<file path="src/hdl/fdst_pkg.sv">
// Package for the FP8 delayed scale tracker: sizes, codes and constants.
// No dependencies; imported by every module of the block.
`default_nettype none
package fdst_pkg;
  localparam int unsigned HistLen = 16;
  localparam int unsigned IdxW    = (HistLen > 1) ? $clog2(HistLen) : 1;
  localparam int unsigned CntW    = 5;

  localparam logic [31:0] OneBits    = 32'h3F80_0000;
  localparam logic [31:0] PosInfBits = 32'h7F80_0000;
  localparam logic [31:0] MaxFinBits = 32'h7F7F_FFFF;

  // ceil(2^31 / 7): exact floor division by seven for dividends below 2^28.
  localparam logic [28:0] Recip7 = 29'd306783379;

  localparam logic RegFormat = 1'b0;
  localparam logic RegMargin = 1'b1;

  typedef enum logic [2:0] {
    StIdle, StWrite, StScan, StScale, StDiv, StOut
  } state_e;
endpackage
`default_nettype wire

</file>
<file path="src/hdl/fdst_div.sv">
// Binary32 divider by 448 or 57344 with round to nearest even.
// Uses fdst_pkg. Reciprocal multiplication by one seventh; operands, quotient and result are registered in turn.
`default_nettype none
module fdst_div (
  input  logic        clk_i,
  input  logic        rst_ni,
  input  logic        start_i,
  input  logic [31:0] x_i,
  input  logic        fmt_i,
  output logic        done_o,
  output logic [31:0] q_o
);
  import fdst_pkg::*;

  // The divisor is 7 * 2^6 or 7 * 2^13: divide the significand by seven
  // and fix the exponent separately.
  logic [4:0]  lz;
  logic [23:0] sig_x;
  logic signed [10:0] kexp;
  logic signed [10:0] ed_x;

  logic        v1_q, v2_q, done_q;
  logic [27:0] num_q;
  logic signed [10:0] ed_q;
  logic        inf_q;
  logic [25:0] quo_q;
  logic        rem_nz_q;
  logic [31:0] q_q;

  logic [56:0] prod;
  logic [25:0] quo_c;
  logic [27:0] rem_c;

  logic signed [10:0] be;
  logic [4:0]  sh;
  logic [7:0]  ef;
  logic [53:0] shd;
  logic        rbit, sbit;
  logic [26:0] rnd;
  logic [31:0] res;

  // Leading-zero count of a subnormal mantissa.
  always_comb begin
    lz = 5'd0;
    for (int i = 0; i < 23; i++) begin
      if (x_i[i]) lz = 5'(22 - i);
    end
  end

  assign kexp = fmt_i ? 11'sd13 : 11'sd6;

  // The input is sig * 2^(ex - 23) with the leading one of sig at bit 23;
  // ed_x holds ex less the power of two of the divisor.
  always_comb begin
    if (x_i[30:23] != 8'd0) begin
      sig_x = {1'b1, x_i[22:0]};
      ed_x  = $signed({3'b000, x_i[30:23]}) - 11'sd127 - kexp;
    end else begin
      sig_x = {x_i[22:0], 1'b0} << lz;
      ed_x  = -11'sd127 - $signed({6'd0, lz}) - kexp;
    end
  end

  // Quotient and remainder of (sig * 16) / 7.
  assign prod  = 57'(num_q) * 57'(Recip7);
  assign quo_c = prod[56:31];
  assign rem_c = num_q - 28'({quo_c, 3'b000}) + 28'(quo_c);

  // The value is (quo + rem/7) * 2^(ed - 27). The leading one of quo sits at
  // bit 25 or 24; results below the normal range keep fewer bits.
  always_comb begin
    be = ed_q + 11'sd125 - (quo_q[25] ? 11'sd0 : 11'sd1);
    if (be >= 11'sd1) begin
      sh = quo_q[25] ? 5'd2 : 5'd1;
      ef = 8'(be - 11'sd1);
    end else begin
      sh = (ed_q < -11'sd149) ? 5'd27 : 5'(-11'sd122 - ed_q);
      ef = 8'd0;
    end
    shd  = {quo_q, 28'd0} >> sh;
    rbit = shd[27];
    sbit = (shd[26:0] != 27'd0) || rem_nz_q;
    rnd  = {1'b0, shd[53:28]} + 27'(rbit && (sbit || shd[28]));
    // A carry out of the significand moves into the exponent field by itself.
    res  = inf_q ? PosInfBits : ({1'b0, ef, 23'd0} + 32'(rnd));
  end

  always_ff @(posedge clk_i or negedge rst_ni) begin
    if (!rst_ni) begin
      v1_q   <= 1'b0;
      v2_q   <= 1'b0;
      done_q <= 1'b0;
    end else begin
      v1_q   <= start_i;
      v2_q   <= v1_q;
      done_q <= v2_q;
    end
  end

  always_ff @(posedge clk_i) begin
    if (start_i) begin
      num_q <= {sig_x, 4'd0};
      ed_q  <= ed_x;
      inf_q <= (x_i == PosInfBits);
    end
    if (v1_q) begin
      quo_q    <= quo_c;
      rem_nz_q <= (rem_c != 28'd0);
    end
    if (v2_q) q_q <= res;
  end

  assign done_o = done_q;
  assign q_o    = q_q;
endmodule
`default_nettype wire

</file>
<file path="src/hdl/fp8_delayed_scale_tracker_core.sv">
// Top level of the FP8 delayed scale tracker: history memory, scan and control.
// Uses fdst_pkg and fdst_div.
`default_nettype none
// Each item writes one amax into a 16-entry history memory, scans the whole
// memory one entry a cycle for the largest value, applies the margin one
// doubling a cycle and divides by the FP8 maximum with a reciprocal divider.
// The steps of an item, in order: accept, write, scan, scale (ended early
// when the value reaches infinity), divide and hand over the result; when
// every entry is zero the divider is skipped and the scale is one. The next
// item is taken once the result has been accepted.
// No clearing pass: entries beyond the fill count are read as zero.
module fp8_delayed_scale_tracker_core (
  input  logic        clk_i,
  input  logic        rst_ni,
  input  logic        cfg_we_i,
  input  logic        cfg_idx_i,
  input  logic [7:0]  cfg_wdata_i,
  input  logic        in_valid_i,
  output logic        in_ready_o,
  input  logic [31:0] amax_bits_i,
  output logic        out_valid_o,
  input  logic        out_ready_i,
  output logic [31:0] scale_bits_o,
  output logic [4:0]  filled_count_o
);
  import fdst_pkg::*;

  logic [31:0] mem [HistLen];
  logic [31:0] rd_q;
  logic [IdxW-1:0] rd_addr;

  state_e state_q, state_d;
  logic        fmt_q;
  logic [7:0]  margin_q, mcnt_q;
  logic [IdxW-1:0] wpos_q, scan_q;
  logic [CntW-1:0] fill_q;
  logic [31:0] amax_q, best_q, scale_q;
  logic        rd_vld_q, scan_last_q;
  logic        div_start, div_done;
  logic [31:0] div_q;
  logic [IdxW:0] scan_ext;

  assign scan_ext = {1'b0, scan_q};

  always_ff @(posedge clk_i) begin
    if (state_q == StWrite) mem[wpos_q] <= amax_q;
    rd_q <= mem[rd_addr];
  end
  assign rd_addr = scan_q;

  always_comb begin
    state_d = state_q;
    unique case (state_q)
      StIdle:  if (in_valid_i) state_d = StWrite;
      StWrite: state_d = StScan;
      StScan:  if (scan_last_q) state_d = StScale;
      StScale: if (best_q == 32'd0) state_d = StOut;
               else if (mcnt_q == margin_q || best_q == PosInfBits) state_d = StDiv;
      StDiv:   if (div_done) state_d = StOut;
      StOut:   if (out_ready_i) state_d = StIdle;
      default: state_d = StIdle;
    endcase
  end

  assign in_ready_o  = (state_q == StIdle);
  assign out_valid_o = (state_q == StOut);
  assign div_start   = (state_q == StScale) && (state_d == StDiv);

  logic [31:0] dbl;
  always_comb begin
    if (best_q[30:23] == 8'd0) dbl = best_q << 1;
    else if (best_q[30:23] == 8'hFE) dbl = PosInfBits;
    else dbl = best_q + 32'h0080_0000;
  end

  always_ff @(posedge clk_i or negedge rst_ni) begin
    if (!rst_ni) begin
      state_q <= StIdle;
      fmt_q <= 1'b0; margin_q <= '0;
      wpos_q <= '0; fill_q <= '0; scan_q <= '0;
      rd_vld_q <= 1'b0; scan_last_q <= 1'b0; mcnt_q <= '0;
    end else begin
      state_q <= state_d;
      if (cfg_we_i) begin
        if (cfg_idx_i == RegFormat) fmt_q <= cfg_wdata_i[0];
        else margin_q <= cfg_wdata_i;
      end
      rd_vld_q <= 1'b0;
      scan_last_q <= 1'b0;
      if (state_q == StWrite) begin
        wpos_q <= (32'(wpos_q) == HistLen - 1) ? '0 : wpos_q + 1'b1;
        if (32'(fill_q) < HistLen) fill_q <= fill_q + 1'b1;
        scan_q <= '0;
        mcnt_q <= '0;
      end else if (state_q == StScan) begin
        // Every scan cycle issues a read; its data is valid in the next one.
        rd_vld_q <= 1'b1;
        if (32'(scan_ext) != HistLen - 1) begin
          scan_q <= scan_q + 1'b1;
        end else if (!scan_last_q) begin
          scan_last_q <= 1'b1;
        end
      end else if (state_q == StScale) begin
        mcnt_q <= mcnt_q + 1'b1;
      end
    end
  end

  // The scan reads entry scan_q; data arrives in the next cycle with the index
  // that was read, held in scan_ext delayed by the pipeline register.
  logic [IdxW:0] rd_idx_q;
  always_ff @(posedge clk_i) begin
    rd_idx_q <= scan_ext;
    if (state_q == StIdle && in_valid_i)
      amax_q <= (amax_bits_i >= 32'd1 && amax_bits_i <= MaxFinBits) ? amax_bits_i : 32'd0;
    if (state_q == StWrite) best_q <= 32'd0;
    else if (state_q == StScan && rd_vld_q && 32'(rd_idx_q) < 32'(fill_q)
             && rd_q > best_q) best_q <= rd_q;
    else if (state_q == StScale && state_d == StScale) best_q <= dbl;
    if (state_q == StScale && best_q == 32'd0) scale_q <= OneBits;
    else if (div_done) scale_q <= div_q;
  end

  fdst_div u_div (
    .clk_i   (clk_i),
    .rst_ni  (rst_ni),
    .start_i (div_start),
    .x_i     (best_q),
    .fmt_i   (fmt_q),
    .done_o  (div_done),
    .q_o     (div_q)
  );

  assign scale_bits_o   = scale_q;
  assign filled_count_o = fill_q;

`ifndef SYNTH
  a_ready_out: assert property (@(posedge clk_i) disable iff (!rst_ni)
    !(in_ready_o && out_valid_o)) else $error("ready while result pending");
  a_fill_max: assert property (@(posedge clk_i) disable iff (!rst_ni)
    32'(fill_q) <= HistLen) else $error("fill count overflow");
  a_out_hold: assert property (@(posedge clk_i) disable iff (!rst_ni)
    out_valid_o && !out_ready_i |=> $stable(scale_bits_o)) else $error("result changed");
`endif
endmodule
`default_nettype wire

</file>
<file path="config.mk">
export PLATFORM = sky130hd
export DESIGN_NAME = fp8_delayed_scale_tracker_core
export DESIGN_NICKNAME = d
export VERILOG_FILES = /design/src/hdl/fdst_pkg.sv /design/src/hdl/fdst_div.sv /design/src/hdl/fp8_delayed_scale_tracker_core.sv
export SDC_FILE = /design/constraint.sdc
export NUM_CORES = 1
export LEC_CHECK = 0
export BUFFER_PORTS_ARGS = -buffer_cell sky130_fd_sc_hd__buf_2
export CAP_MARGIN = 20
export CORE_ASPECT_RATIO = 0.9
export CORE_MARGIN = 1.5
export CORE_UTILIZATION = 69
export CTS_CLUSTER_SIZE = 20
export DETAILED_ROUTE_END_ITERATION = 8
export PLACE_DENSITY_LB_ADDON = 0.05
export SYNTH_ARGS = -nofsm -noshare
export SYNTH_HDL_FRONTEND = slang
export SYNTH_SLANG_ARGS = --single-unit
</file>
<file path="constraint.sdc">
create_clock -name clk_i -period 19.4 [get_ports clk_i]
set_input_delay 2.91 -clock clk_i [delete_from_list [all_inputs] [get_ports clk_i]]
set_output_delay 2.91 -clock clk_i [all_outputs]
set_load 0.005 [all_outputs]
</file>
-- After elaboration in Yosys (flattened, before gate mapping)
Memory sizes are Yosys's and may differ from the RTL's. A register that Yosys moved wholly into a read port is not among the register bits.
Cells that the tools add are included.
- register bits after elaboration: 233
- memory bits (writable): 512
- input port bits: 46
- logic and storage cells: 149
- memories kept: 1
- memory list (name ; words ; bits a word ; read ports ; clocked after memory_dff ; write ports ; RTL line ; text):
    mem ; 16 ; 32 ; 1 ; 1 ; 1 ; fp8_delayed_scale_tracker_core.sv:28 ; logic [31:0] mem [HistLen];
- add/subtract/negate cells: 17
- $mul: 1
- order comparisons: 7
- equal/unequal tests: 13
- shift operators: 2
- mux-type cells: 57
- bitwise gates (word level): 1
- reduce and logical (&&, ||, !) cells: 27
- operators with widths (cell ; count):
    two-way mux 32 bit ; 4
    two-way mux 5 bit ; 25
    >> shifter 54 x 5 -> 54 bit ; 1
    multiplier 24 x 29 -> 53 bit (second input constant) ; 1
    adder 31 x 27 -> 32 bit ; 1
    adder 32 x 24 -> 32 bit (second input constant) ; 1
    equality test 32 x 31 -> 1 bit (second input constant) ; 1
    >= comparator 32 x 1 -> 1 bit (second input constant) ; 1
    > comparator 32 bit ; 1
    <= comparator 32 x 31 -> 1 bit (second input constant) ; 1
    zero test 32 bit ; 1
    two-way mux 8 bit ; 4
    adder 28 x 26 -> 28 bit ; 1
    nonzero test 28 bit ; 1
    subtractor 28 bit ; 1
    adder 26 x 1 -> 27 bit ; 1
    nonzero test 27 bit ; 1
    left shift 24 x 5 -> 24 bit ; 1
    two-way mux 23 bit ; 1
    subtractor 11 bit ; 2
    two-way mux 4 bit ; 5
    two-way mux 3 bit ; 6
    case mux 3 bit (6 select lines) ; 1
    adder 11 x 8 -> 11 bit (second input constant) ; 1
    31 further kinds ; 61

-- Longest topological paths before layout
- word-level depth: 26
- depth in mapped cells: 43

-- Hierarchy
From an unflattened synthesis, not the netlist that was laid out.
- cell total of the unflattened synthesis: 3796
- area, all modules: 45403.5 µm²
- by module, submodules not included (module ; instances ; cells an instance ; area an instance (µm²)):
    fp8_delayed_scale_tracker_core ; 1 ; 1713 ; 27073.5
    fdst_div ; 1 ; 2083 ; 18330.1

-- Worst setup path before layout
Ideal clock, no wire load.
- path kind: register to register
- from: register u_div.num_q[27]
- to: register u_div.rem_nz_q (data pin)
- setup time: 0.269 ns
- data arrival time: 9.749 ns
- data required time: 19.131 ns
- path slack: 9.382 ns
- stages on the path, launching flop included: 42
- buffers on the path: 0
- cells stage by stage: edfxtp_1 ha_1 fa_1 inv_1 fa_1 inv_1 fa_1 inv_1 fa_1 fa_1 inv_1 fa_1 inv_1 ha_1 a21oi_1 o21bai_1 a2111oi_0 o221ai_1 (+6 left out) nor2_1 a211oi_1 xor2_1 fa_1 inv_1 ha_1 inv_1 a21oi_1 o22ai_1 nor4_1 nand2_1 nor4_1 nand4_1 or4_1 nor3_1 o311ai_0 nor4_1 nand4_1
- word-level cells in the longest chain between the ends: 4
- RTL lines (item ; RTL line ; text):
    from (decl) ; fdst_div.sv:23 ; logic [27:0] num_q;
    from (signal assigned) ; fdst_div.sv:102 ; num_q <= {sig_x, 4'd0};
    multiplier 24 x 29 -> 53 bit ; fdst_div.sv:65 ; assign prod = 57'(num_q) * 57'(Recip7);
    subtractor 28 bit ; fdst_div.sv:67 ; assign rem_c = num_q - 28'({quo_c, 3'b000}) + 28'(quo_c);
    adder 28 x 26 -> 28 bit * ; fdst_div.sv:67 ;
    nonzero test 28 bit * ; fdst_div.sv:108 ; rem_nz_q <= (rem_c != 28'd0);
    to (signal assigned) ; fdst_div.sv:108 ;
    to (decl) ; fdst_div.sv:27 ; logic rem_nz_q;
Every way passes the cells marked *; elsewhere a longest branch is shown, timed or not.
A chain may end at the register's enable or synchronous reset.

-- Worst setup path in the final report
- from: register u_div.num_q[26]
- to: register u_div.rem_nz_q (data pin)
Same word-level chain as after synthesis.

==> Implementation_results.wiki <==
{| class="wikitable"
! Metric !! Value
|-
| Final Net Count || 4325
|-
| Sink of the worst hold path || scan_last_q
|-
| Setup Total Neg Slack || 0 ns
|-
| Area of the multi-input gates || about 0.021 mm^2
|-
| Number of antenna repair diodes || 0
|-
| Post-Route Utilization || 76.4%
|-
| Number of enable flip-flop cells after synthesis || ~640
|-
| Unrepaired setup endpoints after global routing || no
|-
| Headroom to the max-slew limit || between 20% and 30%
|-
| Yosys warning count || 0
|-
| Crit path largest cell delay || around 0.53 ns
|-
| Total congestion overflow after global routing || 0
|-
| Die extent in y || 246 um
|-
| Final standard cell area without fillers || ~0.05 mm^2
|-
| Cell count after synthesis || 3760
|-
| Fraction of the yosys area taken by sequential cells || approximately half
|-
| Most used flip-flop cell after synthesis || edfxtp_1
|-
| Number of global-route vias before repair || 32000
|-
| Growth of design area from synthesis to finish || 8.81%
|-
| Global-route total usage across every layer || ~36%
|-
| Net switching component of the power || about 2.3 mW
|-
| Worst skew pair latency || around 0.67 ns
|-
| CTS root buf || clkbuf_16
|-
| Detailed-routing iteration count for the pre-antenna-repair pass || 6
|-
| Highest-count cells in the layout ignoring fill and taps || edfxtp_1 (639), inv_1 (391), ha_1 (314)
|-
| Kind of critical path || reg -> reg
|-
| Synth Net Count || 4269
|-
| Setup-failing EPs final || 0
|-
| Final Hold Viols || 0
|-
| Final HPWL from detailed placement || approximately 77000 um
|-
| First-pass GRT wire length || between 150000 and 200000 um
|-
| Cell type of the slowest stage on the worst timing path || fa_1
|-
| End of the worst register-to-register path || u_div.rem_nz_q
|-
| Clk buf depth || 3
|-
| Area of the core || 0.0644 mm^2
|-
| Clock network power share || between 20% and 30%
|-
| Area occupied by registers || 0.0222 mm^2
|-
| CP arrival || 11.96 ns
|-
| Result of the run || completed
|-
| Worst slew pin tran || 1.16 ns
|-
| Number of nets still failing antenna checks after routing || 0
|-
| Maximum number of pins on one net before global-route repair || around 130
|-
| Start point of the worst hold path || scan_last_q
|-
| H-tree lvl count || 3
|-
| Vias after detailed routing || 31700
|-
| Number of sinks on the clock net || ~800
|-
| Top cell by count, worst path || inv_1
|-
| Filler instances || approximately 4000
|-
| Fraction of final layout cells sized beyond drive strength 1 || between 10% and 20%
|-
| Post-route worst hold slack || approximately 0.43 ns
|-
| Number of placed I/O pins || 85
|-
| Crit path max fanout || 6
|-
| Part of the power in combinational logic || 39.1%
|-
| Leakage power || roughly 20 nW
|-
| Reported max-cap violation count || 0
|-
| Number of remaining DRC errors || 0
|-
| Clock Skew || between 0.05 and 0.06 ns
|-
| Yosys cell types || 95
|-
| Critical path data required time || 19.74 ns
|-
| Mapped Avg Cell Area || 12.0 um^2
|-
| First DRT Iteration DRCs || between 3000 and 4000
|-
| Antenna violations before repair || 1
|-
| Overall die width || 273 um
|-
| Clock tree from TritonCTS || built
|-
| Overall routed net length || approximately 120000 um
|-
| Post-Layout Cell Count || 4734
|-
| Clock buffer count from CTS || between 70 and 80
|-
| Start of the worst register-to-register path || u_div.num_q[26]
|-
| Count of final max-slew check failures || 0
|-
| Row count || 88
|-
| CTS Hold Buffers Added || 0
|-
| Power density over cell area || 122 mW/mm^2
|-
| Synthesis-stage register bit count || between 700 and 800
|-
| Placed instance count || 4590
|-
| Routed length per instance || approximately 25 um
|-
| Netlist Area Pre-Place || approximately 0.045 mm^2
|-
| Final period demand of the worst path || ~12 ns
|-
| Via count normalized by instance count || ~6.7
|-
| Type of the worst min-delay path || reg -> reg
|-
| Sequential share of power || between 30% and 40%
|-
| Setup repair bufs after CTS || 0
|-
| Setup slack on the worst flop-to-flop path || approximately 7.8 ns
|-
| Worst voltage drop across the vdd grid || approximately 210 uV
|-
| FFs w/ async S/R, synth || 4.89%
|-
| Routability congestion estimate || ~0.99
|-
| Peak Freq || between 80 and 90 MHz
|-
| Worst reg2reg path depth || between 40 and 50
|-
| Clock edge transition at the registers on the reported setup and hold paths || ~0.06 ns
|-
| Period utilisation layout || roughly three fifths
|-
| Post-place instance area || 0.0466 mm^2
|-
| Number of cells traversed by the worst hold path || 1
|-
| Count of port buffers added during placement || 84
|-
| Switching share of power || between 30% and 40%
|-
| Critical path launch point type || flop
|-
| Commonest non-fill, non-tap cell in the layout || edfxtp_1
|-
| Initial cell density of the core || 70.2%
|-
| Overall die area || roughly 0.067 mm^2
|-
| Type of element capturing the critical path || flop
|-
| # resized after CTS || 0
|-
| Internal power summed over all cells || approximately 3.7 mW
|}
per-layer routing:
metal | part of all wire, % | wire length [um] | global-route usage (%)
met5 | 0.0067 | 8 | 0
met4 | 4.8 | 5720 | 17.3
met1 | 38 | 44800 | 47.6
met3 | 8.6 | 10300 | 4.29
met2 | 49 | 57800 | 59.0
cell usage after synthesis, drive strengths merged (20+ instances only):
| cell type | number | area share, % |
|---|---|---|
| a211oi | 34 | 0.58 |
| a21o | 35 | 0.58 |
| a21oi | 179 | 2.0 |
| a221oi | 39 | 0.76 |
| a22oi | 41 | 0.68 |
| a31oi | 28 | 0.39 |
| and2 | 61 | 0.84 |
| and3 | 23 | 0.32 |
| buf | 41 | 0.43 |
| clkbuf | 123 | 1.0 |
| dfrtp | 38 | 2.1 |
| dfxtp | 100 | 4.4 |
| edfxtp | 639 | 42 |
| fa | 149 | 6.6 |
| ha | 314 | 8.7 |
| inv | 391 | 3.2 |
| mux2 | 53 | 1.3 |
| mux2i | 206 | 4.6 |
| mux4 | 71 | 3.5 |
| nand2 | 210 | 1.8 |
| nand2b | 22 | 0.30 |
| nand3 | 80 | 0.89 |
| nand4 | 40 | 0.55 |
| nor2 | 189 | 1.6 |
| nor3 | 44 | 0.50 |
| nor4 | 37 | 0.62 |
| o211ai | 41 | 0.68 |
| o21a | 20 | 0.33 |
| o21ai | 155 | 1.7 |
| o31ai | 30 | 0.50 |
| xnor2 | 62 | 1.2 |
| xor2 | 36 | 0.70 |
registers in the layout (all words and copies together), names as in the netlist, 24 cells and up:
signal	flops
scale_bits_o	32
u_div.quo_q	26
amax_q	32
u_div.q_o	32
u_div.num_q	24
mem	512
rd_q	32
best_q	32
power by group through the flow:
stage	Clock (mW)	Combinational, mW	Sequential (mW)
after global placement	0	2.19	2.16
after CTS	1.52	2.30	2.13
after detailed placement	0	2.26	2.17
after floorplan	0	1.76	2.04
final	1.50	2.34	2.14
after global routing	1.57	2.55	2.15
layout make-up:
| cell class | instances | share of cell area (%) |
|---|---|---|
| inverters | 391 | 2.98 |
| clock buffers | 105 | 4.27 |
| multi-input cells | 2428 | 42.7 |
| repair buffers | 142 | 1.86 |
| flip-flops and latches | 777 | 45.0 |
| clock inverters | 36 | 0.959 |
| well taps | 855 | 2.17 |
worst max-delay path by stage:
stage,depth (start not counted),startpoint,endpoint,slack (ns)
final,42,u_div.num_q[26],u_div.rem_nz_q,7.78
after global routing,42,u_div.num_q[26],u_div.rem_nz_q,7.21
after CTS,42,u_div.num_q[26],u_div.rem_nz_q,7.97
after detailed placement,42,u_div.num_q[26],u_div.rem_nz_q,8.14
after global placement,41,u_div.num_q[27],u_div.rem_nz_q,8.55
after floorplan,41,u_div.num_q[27],u_div.rem_nz_q,9.38
metrics by stage:
stage          power (mW)  setup slack, ns
6_report             5.99             7.78
3_3_place_gp         4.35             8.55
4_1_cts              5.95             7.97
3_5_place_dp         4.43             8.14
5_1_grt              6.27             7.21
2_1_floorplan        3.80             9.38
critical path: cells and delay by family, from the launching register on:
family | cells | cell delay, ns
simple gates | 10 | 2.39
fa+ha+maj | 10 | 4.55
xor+xnor | 1 | 0.17
compound gates | 13 | 3.25
flops | 1 | 0.47
buf+inv | 8 | 0.50
kinds of logic (layout without fill, tap and decap cells):
group	Yosys count	in the layout	share of synthesized area, %
simple gates	784	784	8.59
flops	777	777	49.0
compound gates	752	752	11.2
buf+inv	555	674	4.69
fa+ha+maj	463	463	15.3
mux	330	330	9.41
xor+xnor	98	98	1.90
other cells	1	1	0.00829
Note: power is estimated with default switching activity, not from simulation.
